File: src/rtl/assert_macros.svh
// ----------------------------------------------------------------------------
// Assertion macros
// Shared concurrent assertion forms for the RTL of the event queue.
// ----------------------------------------------------------------------------
`ifndef ASSERT_MACROS_SVH
`define ASSERT_MACROS_SVH

// The consequent must hold in the same cycle as the antecedent.
`define ASSERT_SAME(label, clk, rst_n, ante, cons) \
	label: assert property (@(posedge clk) disable iff (!rst_n) (ante) |-> (cons)) \
		else $error("%m: assertion failed");

// The consequent must hold in the cycle after the antecedent.
`define ASSERT_NEXT(label, clk, rst_n, ante, cons) \
	label: assert property (@(posedge clk) disable iff (!rst_n) (ante) |=> (cons)) \
		else $error("%m: assertion failed");

`endif

File: src/rtl/mrcq_pkg.sv
// ----------------------------------------------------------------------------
// mrcq_pkg
// Types, codes and helper functions of the mouse report coalescing queue.
// ----------------------------------------------------------------------------
`timescale 1ns / 1ps
`default_nettype none

package mrcq_pkg;

	localparam int QUEUE_DEPTH_DEF    = 8;
	localparam int INTERVAL_W         = 10;
	localparam int FLUSH_INTERVAL_RST = 10;
	localparam int TICKS_W            = 16;

	localparam logic [1:0] REQ_REPORT = 2'd0;
	localparam logic [1:0] REQ_TICK   = 2'd1;
	localparam logic [1:0] REQ_POP    = 2'd2;

	localparam logic [1:0] ST_DOWN = 2'd0;
	localparam logic [1:0] ST_UP   = 2'd1;
	localparam logic [1:0] ST_MOVE = 2'd2;

	localparam logic [2:0] BTN_NONE        = 3'd0;
	localparam logic [2:0] BTN_LEFT        = 3'd1;
	localparam logic [2:0] BTN_RIGHT       = 3'd2;
	localparam logic [2:0] BTN_MIDDLE      = 3'd3;
	localparam logic [2:0] BTN_SCROLL_UP   = 3'd4;
	localparam logic [2:0] BTN_SCROLL_DOWN = 3'd5;

	localparam logic [7:0] MASK_LEFT   = 8'h01;
	localparam logic [7:0] MASK_RIGHT  = 8'h02;
	localparam logic [7:0] MASK_MIDDLE = 8'h04;

	typedef struct packed {
		logic [1:0]        req_type;
		logic [7:0]        report_buttons;
		logic signed [7:0] report_dx;
		logic signed [7:0] report_dy;
		logic signed [7:0] report_wheel;
	} req_word_t;

	typedef struct packed {
		logic               event_valid;
		logic [1:0]         event_state;
		logic [2:0]         event_button;
		logic signed [15:0] event_dx;
		logic signed [15:0] event_dy;
		logic [3:0]         queued_events;
	} rsp_word_t;

	typedef struct packed {
		logic [1:0]         state;
		logic [2:0]         button;
		logic signed [15:0] dx;
		logic signed [15:0] dy;
	} entry_t;

	typedef struct packed {
		logic load;
		logic shift;
	} cell_ctl_t;

	function automatic logic signed [31:0] sat_add32(logic signed [31:0] a,
			logic signed [7:0] b);
		logic signed [32:0] s;
		s = {a[31], a} + {{25{b[7]}}, b};
		if (s[32] != s[31]) begin
			return s[32] ? 32'sh8000_0000 : 32'sh7FFF_FFFF;
		end
		return s[31:0];
	endfunction

	function automatic logic signed [15:0] clamp16(logic signed [31:0] v);
		if (v > 32'sd32767) begin
			return 16'sh7FFF;
		end
		if (v < -32'sd32768) begin
			return 16'sh8000;
		end
		return v[15:0];
	endfunction

	function automatic logic [2:0] mask_to_button(logic [7:0] m);
		if ((m & MASK_LEFT) != 8'h00) begin
			return BTN_LEFT;
		end
		if ((m & MASK_RIGHT) != 8'h00) begin
			return BTN_RIGHT;
		end
		if ((m & MASK_MIDDLE) != 8'h00) begin
			return BTN_MIDDLE;
		end
		return BTN_NONE;
	endfunction

endpackage

`default_nettype wire

File: src/rtl/mouse_report_coalescing_queue_core.sv
// ----------------------------------------------------------------------------
// mouse_report_coalescing_queue_core
// Coalesces boot-mouse reports into a short queue of pointer events held in a
// row of shifting cells, with eviction of move and scroll events when full.
// ----------------------------------------------------------------------------
//  channel | signals                    | direction | word
//  config  | cfg_we, cfg_data           | in        | flush interval in ticks
//  request | req_valid, req_stall       | in        | req_word_t
//  result  | rsp_valid, rsp_stall       | out       | rsp_word_t, one per request
//
// A pop, a tick with nothing due or an unknown request goes from decode to the
// result, and a report without a button change passes the wheel step as well.
// A button change or a due tick flushes through the push state, up to three
// event writes. Each write into a full queue scans the cells one per cycle.
// Reset clears the count, the pending sums and the interval to its default.
// A new request is taken while the previous result still waits under stall.
// ----------------------------------------------------------------------------
`timescale 1ns / 1ps
`default_nettype none
`include "assert_macros.svh"

module mouse_report_coalescing_queue_core #(
	parameter int QUEUE_DEPTH = mrcq_pkg::QUEUE_DEPTH_DEF
) (
	input  logic                                clk,
	input  logic                                arst_n,
	input  logic                                cfg_we,
	input  logic [mrcq_pkg::INTERVAL_W-1:0]     cfg_data,
	input  logic                                req_valid,
	output logic                                req_stall,
	input  mrcq_pkg::req_word_t                 req_data,
	output logic                                rsp_valid,
	input  logic                                rsp_stall,
	output mrcq_pkg::rsp_word_t                 rsp_data
);
	import mrcq_pkg::*;

	localparam int IDXW = $clog2(QUEUE_DEPTH);
	localparam int CNTW = $clog2(QUEUE_DEPTH + 1);

	typedef enum logic [3:0] {
		S_IDLE, S_DECODE, S_FLUSH_MOVE, S_FLUSH_SCROLL, S_FLUSH_CLEAR,
		S_WHEEL, S_PUSH, S_SCAN, S_EVICT, S_DONE
	} state_t;

	typedef enum logic [1:0] {
		OP_NONE, OP_PUSH, OP_REMOVE, OP_REPLACE
	} op_t;

	state_t                   state_q, ret_q;
	req_word_t                req_q;
	rsp_word_t                res_q, rsp_q;
	rsp_word_t                rsp_next;
	logic                     rsp_valid_q;
	logic [CNTW-1:0]          cnt_q;
	logic [7:0]               prev_q;
	logic signed [31:0]       px_q, py_q, ps_q;
	logic [TICKS_W-1:0]       ticks_q;
	logic [INTERVAL_W-1:0]    interval_q;
	entry_t                   push_q, btn_ev_q;
	logic                     do_btn_q;
	logic [IDXW-1:0]          idx_q, plain_idx_q, move_idx_q;
	logic                     plain_found_q, move_found_q;

	op_t                      op;
	logic [IDXW-1:0]          op_pos;
	entry_t                   cell_entry [QUEUE_DEPTH];
	logic [QUEUE_DEPTH-1:0]   plain_vec, move_vec;

	logic [7:0]               pressed, released;
	logic [TICKS_W-1:0]       ticks_inc;
	logic                     pending_any;
	logic                     rsp_free;
	logic [31:0]              cnt_ext;

	assign pressed     = req_q.report_buttons & ~prev_q;
	assign released    = prev_q & ~req_q.report_buttons;
	assign ticks_inc   = (ticks_q == '1) ? ticks_q : ticks_q + 1'b1;
	assign pending_any = (px_q != 0) || (py_q != 0) || (ps_q != 0);
	assign rsp_free    = !rsp_valid_q || !rsp_stall;
	assign cnt_ext     = 32'(cnt_q);

	assign req_stall = (state_q != S_IDLE);
	assign rsp_valid = rsp_valid_q;
	assign rsp_data  = rsp_q;

	always_comb begin
		rsp_next               = res_q;
		rsp_next.queued_events = (cnt_ext > 32'd15) ? 4'd15 : cnt_ext[3:0];
	end

	always_comb begin
		op     = OP_NONE;
		op_pos = '0;
		unique case (state_q)
			S_DECODE: begin
				if (req_q.req_type == REQ_POP && cnt_q != '0) begin
					op = OP_REMOVE;
				end
			end
			S_PUSH: begin
				if (cnt_q < CNTW'(QUEUE_DEPTH)) begin
					op     = OP_PUSH;
					op_pos = cnt_q[IDXW-1:0];
				end
			end
			S_EVICT: begin
				if (plain_found_q) begin
					op     = OP_REPLACE;
					op_pos = plain_idx_q;
				end else if (move_found_q) begin
					op     = OP_REPLACE;
					op_pos = move_idx_q;
				end
			end
			default: begin
				op = OP_NONE;
			end
		endcase
	end

	for (genvar i = 0; i < QUEUE_DEPTH; i++) begin : g_cell
		cell_ctl_t ctl;
		entry_t    next_entry;

		assign ctl.load  = (op == OP_PUSH && op_pos == IDXW'(i)) ||
			(op == OP_REPLACE && i == QUEUE_DEPTH - 1);
		assign ctl.shift = (op == OP_REMOVE || op == OP_REPLACE) && (IDXW'(i) >= op_pos);

		if (i == QUEUE_DEPTH - 1) begin : g_last
			assign next_entry = cell_entry[i];
		end else begin : g_mid
			assign next_entry = cell_entry[i + 1];
		end

		mrcq_cell u_cell (
			.clk        (clk),
			.ctl        (ctl),
			.new_entry  (push_q),
			.next_entry (next_entry),
			.entry      (cell_entry[i]),
			.is_plain   (plain_vec[i]),
			.is_move    (move_vec[i])
		);
	end

	always_ff @(posedge clk or negedge arst_n) begin
		if (!arst_n) begin
			state_q       <= S_IDLE;
			ret_q         <= S_IDLE;
			rsp_valid_q   <= 1'b0;
			cnt_q         <= '0;
			prev_q        <= '0;
			px_q          <= '0;
			py_q          <= '0;
			ps_q          <= '0;
			ticks_q       <= '0;
			interval_q    <= INTERVAL_W'(FLUSH_INTERVAL_RST);
			do_btn_q      <= 1'b0;
			plain_found_q <= 1'b0;
			move_found_q  <= 1'b0;
		end else begin
			if (cfg_we) begin
				interval_q <= cfg_data;
			end
			if (state_q == S_DONE && rsp_free) begin
				rsp_valid_q <= 1'b1;
			end else if (!rsp_stall) begin
				rsp_valid_q <= 1'b0;
			end
			unique case (state_q)
				S_IDLE: begin
					if (req_valid) begin
						req_q    <= req_data;
						res_q    <= '0;
						do_btn_q <= 1'b0;
						state_q  <= S_DECODE;
					end
				end
				S_DECODE: begin
					unique case (req_q.req_type)
						REQ_REPORT: begin
							prev_q <= req_q.report_buttons;
							if (pressed != 8'h00 || released != 8'h00) begin
								do_btn_q        <= 1'b1;
								btn_ev_q.state  <= (pressed != 8'h00) ? ST_DOWN : ST_UP;
								btn_ev_q.button <= mask_to_button(
									(pressed != 8'h00) ? pressed : released);
								btn_ev_q.dx     <= {{8{req_q.report_dx[7]}}, req_q.report_dx};
								btn_ev_q.dy     <= {{8{req_q.report_dy[7]}}, req_q.report_dy};
								state_q         <= S_FLUSH_MOVE;
							end else begin
								if (req_q.report_dx != 0 || req_q.report_dy != 0) begin
									px_q <= sat_add32(px_q, req_q.report_dx);
									py_q <= sat_add32(py_q, req_q.report_dy);
								end
								state_q <= S_WHEEL;
							end
						end
						REQ_TICK: begin
							ticks_q <= ticks_inc;
							if (pending_any && ticks_inc >= TICKS_W'(interval_q)) begin
								state_q <= S_FLUSH_MOVE;
							end else begin
								state_q <= S_DONE;
							end
						end
						REQ_POP: begin
							if (cnt_q != '0) begin
								res_q.event_valid  <= 1'b1;
								res_q.event_state  <= cell_entry[0].state;
								res_q.event_button <= cell_entry[0].button;
								res_q.event_dx     <= cell_entry[0].dx;
								res_q.event_dy     <= cell_entry[0].dy;
								cnt_q              <= cnt_q - 1'b1;
							end
							state_q <= S_DONE;
						end
						default: begin
							state_q <= S_DONE;
						end
					endcase
				end
				S_FLUSH_MOVE: begin
					if (px_q != 0 || py_q != 0) begin
						push_q  <= '{state: ST_MOVE, button: BTN_NONE,
							dx: clamp16(px_q), dy: clamp16(py_q)};
						ret_q   <= S_FLUSH_SCROLL;
						state_q <= S_PUSH;
					end else begin
						state_q <= S_FLUSH_SCROLL;
					end
				end
				S_FLUSH_SCROLL: begin
					if (ps_q != 0) begin
						push_q  <= '{state: ST_MOVE,
							button: ps_q[31] ? BTN_SCROLL_DOWN : BTN_SCROLL_UP,
							dx: 16'sd0, dy: 16'sd0};
						ret_q   <= S_FLUSH_CLEAR;
						state_q <= S_PUSH;
					end else begin
						state_q <= S_FLUSH_CLEAR;
					end
				end
				S_FLUSH_CLEAR: begin
					px_q    <= '0;
					py_q    <= '0;
					ps_q    <= '0;
					ticks_q <= '0;
					if (do_btn_q) begin
						push_q  <= btn_ev_q;
						ret_q   <= S_WHEEL;
						state_q <= S_PUSH;
					end else begin
						state_q <= S_WHEEL;
					end
				end
				S_WHEEL: begin
					if (req_q.req_type == REQ_REPORT && req_q.report_wheel != 0) begin
						ps_q <= sat_add32(ps_q, req_q.report_wheel);
					end
					state_q <= S_DONE;
				end
				S_PUSH: begin
					if (cnt_q < CNTW'(QUEUE_DEPTH)) begin
						cnt_q   <= cnt_q + 1'b1;
						state_q <= ret_q;
					end else begin
						idx_q         <= '0;
						plain_found_q <= 1'b0;
						move_found_q  <= 1'b0;
						state_q       <= S_SCAN;
					end
				end
				S_SCAN: begin
					if (plain_vec[idx_q] && !plain_found_q) begin
						plain_found_q <= 1'b1;
						plain_idx_q   <= idx_q;
					end
					if (move_vec[idx_q] && !move_found_q) begin
						move_found_q <= 1'b1;
						move_idx_q   <= idx_q;
					end
					if (idx_q == IDXW'(QUEUE_DEPTH - 1)) begin
						state_q <= S_EVICT;
					end else begin
						idx_q <= idx_q + 1'b1;
					end
				end
				S_EVICT: begin
					state_q <= ret_q;
				end
				S_DONE: begin
					if (rsp_free) begin
						rsp_q   <= rsp_next;
						state_q <= S_IDLE;
					end
				end
				default: begin
					state_q <= S_IDLE;
				end
			endcase
		end
	end

	`ASSERT_SAME(a_count_bound, clk, arst_n, 1'b1, cnt_q <= CNTW'(QUEUE_DEPTH))
	`ASSERT_SAME(a_evict_when_full, clk, arst_n, op == OP_REPLACE, cnt_q == CNTW'(QUEUE_DEPTH))
	`ASSERT_NEXT(a_pop_decrements, clk, arst_n,
		state_q == S_DECODE && req_q.req_type == REQ_POP && cnt_q != '0,
		cnt_q == $past(cnt_q) - 1'b1)

endmodule

`default_nettype wire

File: src/rtl/mrcq_cell.sv
// ----------------------------------------------------------------------------
// mrcq_cell
// One queue slot: loads a new event or takes its neighbor's event on a shift,
// and flags whether it holds a plain move or any move event.
// ----------------------------------------------------------------------------
`timescale 1ns / 1ps
`default_nettype none

module mrcq_cell (
	input  logic               clk,
	input  mrcq_pkg::cell_ctl_t ctl,
	input  mrcq_pkg::entry_t   new_entry,
	input  mrcq_pkg::entry_t   next_entry,
	output mrcq_pkg::entry_t   entry,
	output logic               is_plain,
	output logic               is_move
);
	import mrcq_pkg::*;

	entry_t entry_q;

	always_ff @(posedge clk) begin
		if (ctl.load) begin
			entry_q <= new_entry;
		end else if (ctl.shift) begin
			entry_q <= next_entry;
		end
	end

	assign entry    = entry_q;
	assign is_move  = (entry_q.state == ST_MOVE);
	assign is_plain = (entry_q.state == ST_MOVE) && (entry_q.button == BTN_NONE);

endmodule

`default_nettype wire

File: config.mk
export PLATFORM = sky130hd
export DESIGN_NAME = mouse_report_coalescing_queue_core
export DESIGN_NICKNAME = d
export VERILOG_FILES = /design/src/rtl/mrcq_pkg.sv /design/src/rtl/mouse_report_coalescing_queue_core.sv /design/src/rtl/mrcq_cell.sv
export VERILOG_INCLUDE_DIRS = /design/src /design/src/rtl
export SDC_FILE = /design/constraint.sdc
export NUM_CORES = 1
export LEC_CHECK = 0
export BUFFER_PORTS_ARGS = -buffer_cell sky130_fd_sc_hd__buf_2
export CAP_MARGIN = 40
export CORE_MARGIN = 2
export CORE_UTILIZATION = 45
export CTS_CLUSTER_DIAMETER = 100
export CTS_CLUSTER_SIZE = 40
export DETAILED_ROUTE_END_ITERATION = 8
export PLACE_DENSITY = 0.61
export SYNTH_ARGS = -nofsm -noshare
export SYNTH_HDL_FRONTEND = slang
export SYNTH_HIERARCHICAL = 1
export SYNTH_SLANG_ARGS = --single-unit
File: constraint.sdc
create_clock -name clk -period 4.9 [get_ports clk]
set_input_delay 0.245 -clock clk [delete_from_list [all_inputs] [get_ports clk]]
set_output_delay 0.245 -clock clk [all_outputs]
set_load 0.05 [all_outputs]
==> impl_metrics.env <==
export IMPL_status="completed"
export IMPL_drtPass1Iterations=5
export IMPL_finalHoldViolCount=0
export IMPL_syn_inst=2363
export IMPL_synth_cell_types=82
export IMPL_drc=0
export IMPL_cts_buffers=26
export IMPL_synth_avg_cell_area_sq_um=13.3
export IMPL_io_buffers=92
export IMPL_clockRootBuffer="clkbuf_16"
export IMPL_tns_ns=0
export IMPL_grt_pass1_wl_mm=99.6
export IMPL_grt_antenna_before_repair=0
export IMPL_num_nets_final=2661
export IMPL_power_frac_clock=0.160
export IMPL_pwr_share_seq=0.450
export IMPL_end_kind="flop"
export IMPL_synth_area_sq_mm=0.0315
export IMPL_power_leakage_nw=13.3
export IMPL_maxSlewViolCount=0
export IMPL_crit_fanout=25
export IMPL_synthFlopType="edfxtp_1"
export IMPL_grt_pass1_vias=19000
export IMPL_grt_usage=0.168
export IMPL_ys_warn_count=6
export IMPL_layout_common_cells="edfxtp_1, mux2_4, mux2_2"
export IMPL_cp_top_family="simple AND/OR/NAND/NOR gates"
export IMPL_h_tree_depth=1
export IMPL_dieArea_sq_mm=0.0721
export IMPL_combinationalPowerShare=0.390
export IMPL_vias=19100
export IMPL_die_height_um=268
export IMPL_postCtsSetupRepairBufs=0
export IMPL_clock_path_buffers=3
export IMPL_fill_cells=5919
export IMPL_clkTransAtPathRegs_ns=0.12
export IMPL_cp_start_kind="flop"
export IMPL_cts_sinks=620
export IMPL_ios=93
export IMPL_setup_violations=0
export IMPL_crit_chain="nor2b_2 > nand2_1 > clkinv_1 > nand4b_1 > and2_1 > o211ai_1 > or2_2 > nor2_4 > buf_4 > mux2_2"
export IMPL_drive_gt1_frac=0.217
export IMPL_fmaxAchievable_mhz=239
export IMPL_synthArstFlopShare=0.234
export IMPL_worstMarginPinSlew_ns=0.909
export IMPL_diodes=0
export IMPL_synthTopCellsByArea="edfxtp_1, dfrtp_1, mux2_4, mux2_2, ha_1"
export IMPL_overflow=0
export IMPL_skew_ns=0.0518
export IMPL_hpwlAfterDp_mm=43.3
export IMPL_wl_per_cell_um=17.5
export IMPL_fin_cells=3447
export IMPL_postCtsHoldBufs=58
export IMPL_crit_required_ns=5.29
export IMPL_place_inst=3341
export IMPL_vias_per_cell=5.54
export IMPL_clock_latency_ns=0.63
export IMPL_fin_crit_ns=4.19
export IMPL_ir_worst_vdd_mv=0.278
export IMPL_crit_type="flop to flop"
export IMPL_area_growth_syn_to_layout_pct=9.73
export IMPL_syn_num_nets=2528
export IMPL_die_w_um=268
export IMPL_slowest_stage="dfrtp_1"
export IMPL_antenna_left=0
export IMPL_final_common_cell="edfxtp_1"
export IMPL_synth_top_cell_area_share=0.453
export IMPL_cts_resized=0
export IMPL_hp_class="input port to flop"
export IMPL_wirelength_mm=60.5
export IMPL_first_iter_violations=1204
export IMPL_cp_buffers_inverters=2
export IMPL_place_gp_congestion=0.855
export IMPL_initial_core_util=0.456
export IMPL_ys_seq_area_frac=0.569
export IMPL_ys_ff_latch=620
export IMPL_grt_max_degree=53
export IMPL_arrival_ns=4.58
export IMPL_rows=96
export IMPL_cts_tree="built"
export IMPL_internal_power_w=0.0112
export IMPL_finalCritPeriodShare=0.854
export IMPL_synth_top_area_cell="edfxtp_1"
export IMPL_max_stage_delay_ns=0.58
export IMPL_relSlewSlack=0.392
export IMPL_core_area_sq_mm=0.0689
export IMPL_rsz0062_at_grt="no"
export IMPL_drv_cap=0
export IMPL_p_per_area_mw_per_mm2=517
export IMPL_synth_edf_count=475
export IMPL_switching_share=0.374
export IMPL_power_switching_w=0.00668
## cell families after synthesis
group	synth area share
AO/OA/AOI/OAI	0.115
buffers and inverters	0.0239
AND/OR/NAND/NOR	0.0891
adder cells (fa/ha/maj)	0.0471
flip-flops	0.569
XOR/XNOR	0.0264
multiplexers	0.130
## worst paths after layout
kind                            slack (ns)  startpoint                    endpoint  depth (start not counted)
worst min register to register        0.43   res_q[36]                rsp_data[36]                          0
max in group asynchronous             3.65      arst_n                 ticks_q[14]                          3
worst max-delay path                  0.71  state_q[0]  g_cell[4].u_cell/entry[13]                         10
worst min-delay path                  0.04      cfg_we               interval_q[9]                          2
min in group asynchronous             0.14      arst_n                     ps_q[9]                          2
worst max register to register        0.71  state_q[0]  g_cell[4].u_cell/entry[13]                         10
## cell usage after synthesis (9+ instances only)
library cell and number:
a211oi_1 13, a21o_1 64, a21oi_1 136, a221o_1 59, and2_1 12, and3_1 58, buf_2 19, buf_6 30
clkbuf_1 42, dfrtp_1 143, edfxtp_1 475, ha_1 112, inv_1 39, mux2_2 150, mux2_4 152, nand2_1 150
nand2b_1 15, nand3_1 38, nand4_1 28, nor2_1 121, nor2b_1 33, nor3_1 23, nor4_1 30, o211ai_1 18
o21a_1 21, o21ai_0 96, o21ai_1 38, o21bai_1 9, xnor2_1 61, xor2_1 32
## power by group through the flow
stage | sequential (W) | clock (W) | combinational, W
2_1_floorplan | 0.00785 | 0 | 0.00544
3_3_place_gp | 0.00810 | 0 | 0.00672
3_5_place_dp | 0.00814 | 0 | 0.00689
4_1_cts | 0.00802 | 0.00297 | 0.00697
5_1_grt | 0.00818 | 0.00313 | 0.00775
6_report | 0.00803 | 0.00286 | 0.00697
## sequential cells by signal, indices dropped and copies added, names as in the netlist
name and count:
g_cell.u_cell/entry 296, rsp_data 42, res_q 38, push_q 37, req_q 34, ps_q 32, px_q 32, py_q 32
btn_ev_q 19, ticks_q 16, interval_q 10, prev_q 8, cnt_q 4, state_q 4, idx_q 3, move_idx_q 3
plain_idx_q 3, ret_q 3, do_btn_q 1, move_found_q 1, plain_found_q 1, rsp_valid 1
## through the flow
stage	power (W)	cell area [sq um]	setup WS [ns]	hold slack [ns]	util
3_5_place_dp	0.0150	33000	0.732	0.229	0.479
5_1_grt	0.0191	34500	0.439	0.0640	0.501
4_1_cts	0.0180	34500	0.724	0.00482	0.501
3_3_place_gp	0.0148	33000	0.817	0.220	0.478
2_1_floorplan	0.0133	31500	0.734	-0.0506	-
6_report	0.0179	34500	0.714	0.0363	0.501
## per-layer routing
layer | global-route usage | wire length (um) | part of all wire | vias to the layer above
met5 | 0 | 0 | 0 | -
met4 | 0.0374 | 1280 | 0.021 | 0
met3 | 0.0153 | 2170 | 0.036 | 67
met2 | 0.275 | 27600 | 0.46 | 409
met1 | 0.245 | 29400 | 0.49 | 9311
li1 | - | - | - | 9305
## cell type report
cell class / instances / area, sq um / share of cell area
Clock buffer: 30 / 666 / 0.0193
Clock inverter: 18 / 253 / 0.00732
Inverter: 40 / 150 / 0.00435
Multi-Input combinational cell: 1610 / 12900 / 0.375
Sequential cell: 620 / 17900 / 0.518
Tap cell: 931 / 1160 / 0.0337
Timing Repair Buffer: 198 / 1460 / 0.0422
(Power assumes the default switching activity.)
